`config.mk`:
```
export PLATFORM = sky130hd
export DESIGN_NAME = tcpg_core
export DESIGN_NICKNAME = d
export VERILOG_FILES = /design/src/rtl/tcpg_pkg.sv /design/src/rtl/tcpg_core.sv
export SDC_FILE = /design/constraint.sdc
export NUM_CORES = 1
export LEC_CHECK = 0
export BUFFER_PORTS_ARGS = -buffer_cell sky130_fd_sc_hd__buf_2
export CAP_MARGIN = 20
export CORE_AREA = 8 8 142 111
export CTS_CLUSTER_DIAMETER = 100
export DETAILED_ROUTE_END_ITERATION = 6
export DIE_AREA = 0 0 150 119
export PLACE_DENSITY = 0.63
export SLEW_MARGIN = 20
export SYNTH_ARGS = -nofsm -noshare
export SYNTH_HDL_FRONTEND = slang
export SYNTH_SLANG_ARGS = --single-unit
```
`constraint.sdc`:
```
create_clock -name clk -period 5 [get_ports clk]
set_input_delay 0.5 -clock clk [delete_from_list [all_inputs] [get_ports clk]]
set_output_delay 0.5 -clock clk [all_outputs]
set_load 0.05 [all_outputs]
```
`src/rtl/tcpg_pkg.sv`:
```
// ----------------------------------------------------------------------------
// tcpg_pkg - shared types and constants of the test card pattern generator
// Field widths, register indexes, the color bar table and the small helper
// functions that turn frame sizes into segment widths and band limits.
// ----------------------------------------------------------------------------
package tcpg_pkg;

    // Upper clamp for the line width; the 10-bit width field stops at 1023
    localparam int MAX_WIDTH = 1024;

    localparam int DIM_W   = 10;   // column, row and frame size fields
    localparam int COLOR_W = 8;    // RGB332 pixel
    localparam int BAND_W  = 3;    // band number, 0..4
    localparam int SEG_W   = 5;    // segment number, 0..15
    localparam int QUOT_W  = 8;    // height / 5, at most 204
    localparam int CFG_AW  = 1;    // register index width

    localparam int IN_TDATA_W  = 8;
    localparam int OUT_TDATA_W = 32;

    localparam logic [BAND_W-1:0] BAND_BARS  = 3'd0;
    localparam logic [BAND_W-1:0] BAND_BLUE  = 3'd3;
    localparam logic [BAND_W-1:0] BAND_LAST  = 3'd4;

    localparam logic [COLOR_W-1:0] BORDER_COLOR = 8'hFF;

    // Configuration register indexes
    typedef enum logic [CFG_AW-1:0] {
        REG_FRAME_WIDTH  = 1'b0,
        REG_FRAME_HEIGHT = 1'b1
    } reg_idx_t;

    // Effective frame geometry, held by the configuration block
    typedef struct packed {
        logic [DIM_W-1:0]  width;     // clamped to 16..1023
        logic [DIM_W-1:0]  height;    // clamped to at least 5
        logic [QUOT_W-1:0] band_rows; // height / 5
    } cfg_t;

    // One result item
    typedef struct packed {
        logic              frame_end;
        logic              line_end;
        logic [DIM_W-1:0]  pixel_row;
        logic [DIM_W-1:0]  pixel_column;
        logic [COLOR_W-1:0] pixel_color;
    } pix_t;

    // Clamp a written width into the drawable range
    function automatic logic [DIM_W-1:0] eff_width(input logic [DIM_W-1:0] w);
        logic [DIM_W-1:0] r;
        r = w;
        if (32'(w) > MAX_WIDTH)
            r = DIM_W'(MAX_WIDTH);
        if (r < DIM_W'(16))
            r = DIM_W'(16);
        return r;
    endfunction

    // Clamp a written height so every band has a row
    function automatic logic [DIM_W-1:0] eff_height(input logic [DIM_W-1:0] h);
        logic [DIM_W-1:0] r;
        r = h;
        if (r < DIM_W'(5))
            r = DIM_W'(5);
        return r;
    endfunction

    // h / 5 as a multiply by 205/1024, exact for h below 1024
    function automatic logic [QUOT_W-1:0] div5(input logic [DIM_W-1:0] h);
        logic [DIM_W+QUOT_W-1:0] p;
        p = h * 8'd205;
        return p[DIM_W+QUOT_W-1:DIM_W];
    endfunction

    // Width of one segment in a band
    function automatic logic [DIM_W-1:0] seg_width(input logic [BAND_W-1:0] band,
                                                    input logic [DIM_W-1:0]  w);
        logic [DIM_W-1:0] r;
        case (band)
            BAND_BARS: r = w >> 4;
            BAND_BLUE: r = w >> 2;
            default:   r = w >> 3;
        endcase
        return r;
    endfunction

    // Last segment number of a band
    function automatic logic [SEG_W-1:0] seg_last(input logic [BAND_W-1:0] band);
        logic [SEG_W-1:0] r;
        case (band)
            BAND_BARS: r = 5'd15;
            BAND_BLUE: r = 5'd3;
            default:   r = 5'd7;
        endcase
        return r;
    endfunction

    // First row past a band; the last band runs to the frame bottom
    function automatic logic [DIM_W-1:0] band_end(input logic [BAND_W-1:0]  band,
                                                   input logic [DIM_W-1:0]   h,
                                                   input logic [QUOT_W-1:0]  q);
        logic [DIM_W-1:0] q1;
        logic [DIM_W-1:0] r;
        q1 = {{(DIM_W-QUOT_W){1'b0}}, q};
        case (band)
            3'd0:    r = q1;
            3'd1:    r = q1 << 1;
            3'd2:    r = (q1 << 1) + q1;
            3'd3:    r = q1 << 2;
            default: r = h;
        endcase
        return r;
    endfunction

    // Sixteen color bars
    function automatic logic [COLOR_W-1:0] bar_color(input logic [3:0] s);
        logic [COLOR_W-1:0] r;
        case (s)
            4'd0:    r = 8'h00;
            4'd1:    r = 8'h80;
            4'd2:    r = 8'h10;
            4'd3:    r = 8'h90;
            4'd4:    r = 8'h02;
            4'd5:    r = 8'h82;
            4'd6:    r = 8'h12;
            4'd7:    r = 8'hDB;
            4'd8:    r = 8'h92;
            4'd9:    r = 8'hE0;
            4'd10:   r = 8'h1C;
            4'd11:   r = 8'hFC;
            4'd12:   r = 8'h03;
            4'd13:   r = 8'hE3;
            4'd14:   r = 8'h1F;
            default: r = 8'hFF;
        endcase
        return r;
    endfunction

    // Color of a segment inside a band
    function automatic logic [COLOR_W-1:0] band_color(input logic [BAND_W-1:0] band,
                                                       input logic [SEG_W-1:0]  s);
        logic [COLOR_W-1:0] r;
        case (band)
            3'd0:    r = bar_color(s[3:0]);
            3'd1:    r = {s[2:0], 5'b0};
            3'd2:    r = {1'b0, s, 2'b0};
            3'd3:    r = {3'b0, s};
            default: r = {s[2:0], 5'b0} | {1'b0, s, 2'b0} | {4'b0, s[4:1]};
        endcase
        return r;
    endfunction

    // Geometry after reset
    localparam logic [DIM_W-1:0]  RESET_WIDTH  = eff_width(DIM_W'(640));
    localparam logic [DIM_W-1:0]  RESET_HEIGHT = eff_height(DIM_W'(480));
    localparam logic [QUOT_W-1:0] RESET_QUOT   = div5(RESET_HEIGHT);

endpackage

```
`src/rtl/tcpg_core.sv`:
```
// ----------------------------------------------------------------------------
// tcpg_core - raster position and color of the next pixel
// Holds column, row, band and segment counters; one item advances them by
// one pixel and yields the pixel's color, position and end marks.
// ----------------------------------------------------------------------------
module tcpg_core
(
    input  logic             clk,
    input  logic             rst_n,
    input  tcpg_pkg::cfg_t   cfg,
    input  logic             advance,
    input  logic             restart,
    output tcpg_pkg::pix_t   pix
);

    logic [tcpg_pkg::DIM_W-1:0]  col_reg,  col_next;
    logic [tcpg_pkg::DIM_W-1:0]  row_reg,  row_next;
    logic [tcpg_pkg::BAND_W-1:0] band_reg, band_next;
    logic [tcpg_pkg::DIM_W-1:0]  ber_reg,  ber_next;
    logic [tcpg_pkg::SEG_W-1:0]  seg_reg,  seg_next;
    logic [tcpg_pkg::DIM_W-1:0]  sl_reg,   sl_next;

    logic [tcpg_pkg::DIM_W-1:0]  col_cur, row_cur, ber_cur, sl_cur, row_inc;
    logic [tcpg_pkg::BAND_W-1:0] band_cur, band_inc;
    logic [tcpg_pkg::SEG_W-1:0]  seg_cur;
    logic [tcpg_pkg::DIM_W-1:0]  col_last, row_last, first_seg_w;
    logic                        lend, fend, border;

    assign col_last    = cfg.width - 10'd1;
    assign row_last    = cfg.height - 10'd1;
    assign first_seg_w = tcpg_pkg::seg_width(tcpg_pkg::BAND_BARS, cfg.width);

    // Restart jumps to the top-left pixel before drawing
    always_comb
    begin
        col_cur  = restart ? '0 : col_reg;
        row_cur  = restart ? '0 : row_reg;
        band_cur = restart ? tcpg_pkg::BAND_BARS : band_reg;
        ber_cur  = restart ? {2'b0, cfg.band_rows} : ber_reg;
        seg_cur  = restart ? '0 : seg_reg;
        sl_cur   = restart ? first_seg_w : sl_reg;
    end

    // Draw the pixel
    always_comb
    begin
        lend   = col_cur >= col_last;
        fend   = lend && (row_cur >= row_last);
        border = (col_cur == '0) || lend || (row_cur == '0) || (row_cur >= row_last);
        pix.pixel_color  = border ? tcpg_pkg::BORDER_COLOR
                                  : tcpg_pkg::band_color(band_cur, seg_cur);
        pix.pixel_column = col_cur;
        pix.pixel_row    = row_cur;
        pix.line_end     = lend;
        pix.frame_end    = fend;
    end

    assign row_inc  = row_cur + 10'd1;
    assign band_inc = band_cur + 3'd1;

    // Advance the raster counters
    always_comb
    begin
        col_next  = col_cur + 10'd1;
        row_next  = row_cur;
        band_next = band_cur;
        ber_next  = ber_cur;
        seg_next  = seg_cur;
        sl_next   = sl_cur - 10'd1;
        if (fend)
        begin
            col_next  = '0;
            row_next  = '0;
            band_next = tcpg_pkg::BAND_BARS;
            ber_next  = {2'b0, cfg.band_rows};
            seg_next  = '0;
            sl_next   = first_seg_w;
        end
        else if (lend)
        begin
            col_next = '0;
            row_next = row_inc;
            seg_next = '0;
            if ((band_cur < tcpg_pkg::BAND_LAST) && (row_inc >= ber_cur))
            begin
                band_next = band_inc;
                ber_next  = tcpg_pkg::band_end(band_inc, cfg.height, cfg.band_rows);
                sl_next   = tcpg_pkg::seg_width(band_inc, cfg.width);
            end
            else
            begin
                sl_next = tcpg_pkg::seg_width(band_cur, cfg.width);
            end
        end
        else if (sl_cur <= 10'd1)
        begin
            sl_next = tcpg_pkg::seg_width(band_cur, cfg.width);
            if (seg_cur < tcpg_pkg::seg_last(band_cur))
                seg_next = seg_cur + 5'd1;
        end
    end

    // Hold the counters until an item is taken
    always_ff @(posedge clk or negedge rst_n)
    begin
        if (!rst_n)
        begin
            col_reg  <= '0;
            row_reg  <= '0;
            band_reg <= tcpg_pkg::BAND_BARS;
            ber_reg  <= {2'b0, tcpg_pkg::RESET_QUOT};
            seg_reg  <= '0;
            sl_reg   <= tcpg_pkg::seg_width(tcpg_pkg::BAND_BARS, tcpg_pkg::RESET_WIDTH);
        end
        else if (advance)
        begin
            col_reg  <= col_next;
            row_reg  <= row_next;
            band_reg <= band_next;
            ber_reg  <= ber_next;
            seg_reg  <= seg_next;
            sl_reg   <= sl_next;
        end
    end

    // Band number never passes the gray ramp
    a_band_range: assert property (@(posedge clk) disable iff (!rst_n)
        band_reg <= tcpg_pkg::BAND_LAST)
        else $error("band counter out of range");

    // Segment countdown is reloaded before it reaches zero
    a_seg_left: assert property (@(posedge clk) disable iff (!rst_n)
        sl_reg != '0)
        else $error("segment countdown reached zero");

    // A line end returns the column to zero
    a_line_wrap: assert property (@(posedge clk) disable iff (!rst_n)
        (advance && lend) |=> (col_reg == '0))
        else $error("column did not wrap after line end");

    // A frame end returns to the top band
    a_frame_wrap: assert property (@(posedge clk) disable iff (!rst_n)
        (advance && fend) |=> (row_reg == '0 && band_reg == tcpg_pkg::BAND_BARS))
        else $error("frame did not restart after frame end");

endmodule

```
==> flow_summary.yaml <==
run_status:
  outcome: "completed"
timing:
  finalClockSkew_ps: 16.14
  tns_ps: 0
  worst_pin_slew_ps: 759.3
  setup_viol: 0
  finalHoldViolCount: 0
  post-route-period-util_pct: 91.03
  fmax_mhz: 219.7
  slew_headroom_pct: 49.33
  fin_crit_ps: 4551
  finalWorstSetupSlack_ps: 448.7
  drv_slew: 0
  whs_ps: 314.7
  rsz0062_at_grt: "no"
placement:
  gp_routability_congestion: 0.9372
  dp_hpwl_mm: 13.75
  place_ws_ps: 512.3
  port_buffers: 61
clock_network:
  cts.repair.resized: 0
  post-cts-setup-buffers: 0
  cts-buffers-inserted: 5
  cts-hold-fix-buffers: 0
  cts_max_level: 2
  cts.sinks: 48
  clk_path_buf_depth: 2
  clock_latency_ps: 300
  cts-root-buf: "clkbuf_16"
  clk_pin_slew_ps: 80
  cts_tree: "yes"
logic_synthesis:
  netlist_instances: 729
  syn_nets: 823
  ys.flop_type: "dfrtp_1"
  async_flop_share_pct: 100.0
  synth_cell_types: 75
  ys_ff_latch: 48
  yosysSeqAreaShare_pct: 20.86
  synth_enable_flop_cells: 0
  syn_area_per_cell_um2: 7.931
  ys_warn_count: 0
  synth_area_mm2: 0.005782
layout:
  final-seq-area_mm2: 0.001206
  nets: 853
  drive_above_1_share_pct: 14.87
  fillers: 1338
  diodes: 0
  area_delta_synth_final_pct: 9.392
  multi_input_area_mm2: 0.004265
floorplanning:
  rows: 37
  die_area_mm2: 0.01785
  dieWidth_um: 150
  start_util_pct: 43.07
  fp.coreArea_mm2: 0.01343
  num_io_pins: 62
  die_h_um: 119
detailed_routing:
  finalWirelength_mm: 18.48
  vias: 5923
  drc: 0
  via_per_inst: 6.335
  drt-wirelength-per-cell_um: 19.76
  firstDrtPassIters: 5
  drt_iter0_markers: 646
  ant_nets: 0
pwr:
  total_power_uw: 1196
  leakagePower_uw: 0.002859
  ir_drop_mv: 0.1551
  cellPowerDensity_mw_per_mm2: 189.0
worst_setup_path:
  worstPathRequired_ps: 4500
  reg2reg_setup_slack_ps: 1010
  regToRegEndpoint: "ber_reg[4]$_DFFE_PN0P_"
  cp_max_fo: 7
  slowest_stage: "a2111o_1"
  cp.arrival_ps: 4050
  end_kind: "output port"
  r2r_cells: 14
  cpPeakStageDelay_ps: 470
  crit_type: "input pin to output port"
  cp-start-kind: "input pin"
  reg2reg_from: "row_reg[0]$_DFFE_PN0P_"
  worstPathCellList: "buf_2 -> or3_1 -> nor2_1 -> nor4b_1 -> xnor2_1 -> ha_1 -> a2111o_1 -> a2111oi_4 -> nor2_2 -> a2111oi_4 -> a21boi_2 -> o21ai_1 -> buf_2"
grt:
  grt_max_degree: 56
  grt_pass1_wl_mm: 29.91
  grt_remaining_overflow: 0
  gr-usage-all-layers_pct: 20.41
  antenna_found_initial: 0
  first_global_vias: 5529
hold_path:
  hold_path_class: "input pin to async pin"
job:
  maxCapViolCount: 0
critical path: cells and delay by family:
family | cells | cell delay, ps
AOI/OAI and AO/OA | 5 | 1660
and+or+nand+nor | 4 | 1100
buffers and inverters | 2 | 350
adders and majority gates | 1 | 270
xor gates and xnor gates | 1 | 170
area by class of cell:
| class | instances | share of cell area (%) |
|---|---|---|
| Inverter | 27 | 1.602 |
| Sequential cell | 48 | 19.07 |
| Tap cell | 175 | 3.462 |
| Clock buffer | 6 | 2.196 |
| Clock inverter | 2 | 0.2176 |
| Multi-Input combinational cell | 606 | 67.44 |
| Timing Repair Buffer | 71 | 6.014 |
how the worst max path moves through the flow:
| stage | from | to | slack (ps) |
|---|---|---|---|
| global placement | cfg[11] | pix[6] | 640 |
| global route | cfg[11] | pix[6] | 260 |
| floorplan | restart | sl_reg[5]$_DFFE_PN1P_ | 280 |
| CTS | cfg[11] | pix[6] | 490 |
| detailed placement | cfg[11] | pix[6] | 510 |
| finish | cfg[11] | pix[6] | 450 |
logic make-up (layout without fill, tap and decap cells):
kind of cell,after synthesis,in the layout,synth area share [%]
AO/OA/AOI/OAI,234,234,28.61
XOR/XNOR,32,32,4.847
adder cells (fa/ha/maj),62,62,13.55
buffers and inverters,75,106,5.410
flip-flops,48,48,20.86
multiplexers,31,31,5.626
AND/OR/NAND/NOR,247,247,21.10
metrics by stage:
stage                     instances  util (%)  area, um^2
after floorplan                 729         -        5784
after detailed placement        927     45.97        6172
final                           935     47.11        6325
after CTS                       935     47.11        6325
after global placement          927     45.97        6172
after global routing            935     47.11        6325
routing by layer:
layer / vias up / GRT usage (%) / part of all wire [%] / routed length (um)
met1: 2817 / 30.55 / 47 / 8773
met4: 0 / 4.424 / 1.2 / 224
met2: 314 / 29.02 / 42 / 7721
li1: 2764 / - / - / -
met3: 28 / 4.389 / 9.5 / 1756
met5: - / 0 / 0 / 0
synthesized netlist by cell type (4+ instances only):
master | n | area share, %
a221oi_1 | 10 | 1.5
a21oi_1 | 41 | 3.5
mux2_2 | 12 | 2.3
o31ai_1 | 4 | 0.52
a22oi_1 | 10 | 1.3
nor2_1 | 64 | 4.2
o22ai_1 | 10 | 1.1
a32o_1 | 7 | 1.2
dfrtp_1 | 44 | 19
clkbuf_1 | 30 | 1.9
nand2b_1 | 7 | 0.76
xor2_1 | 14 | 2.1
a21o_1 | 7 | 0.91
nand2_1 | 69 | 4.5
nand3_1 | 21 | 1.8
buf_2 | 13 | 1.1
o21a_1 | 5 | 0.65
and3_1 | 9 | 0.97
o211ai_1 | 9 | 1.2
mux2i_1 | 19 | 3.3
nor3_1 | 12 | 1.0
nor2b_1 | 26 | 2.8
nor4_1 | 9 | 0.97
ha_1 | 61 | 13
o2bb2ai_1 | 6 | 0.91
o21ai_0 | 55 | 4.8
a22o_1 | 23 | 3.5
dfstp_2 | 4 | 1.8
a31oi_1 | 5 | 0.54
inv_1 | 25 | 1.6
a211oi_1 | 6 | 0.78
and2_1 | 6 | 0.65
buf_4 | 4 | 0.52
xnor2_1 | 18 | 2.7
cells in the final DEF, fill, tap and decap left out, drive strengths merged, types with 23 or more instances in the layout:
cell   netlist  final
inv         27     28
nand2       70     70
a21oi       42     42
a22o        23     23
o21ai       57     57
ha          61     61
nor2        65     65
nor2b       26     26
buf         18     71
dfrtp       44     44
power breakdown:
group	switching [uW]	internal [uW]
Clock	164	201
Sequential	37.0	428
Combinational	220	145
Total	422	774
(Power assumes the default switching activity.)
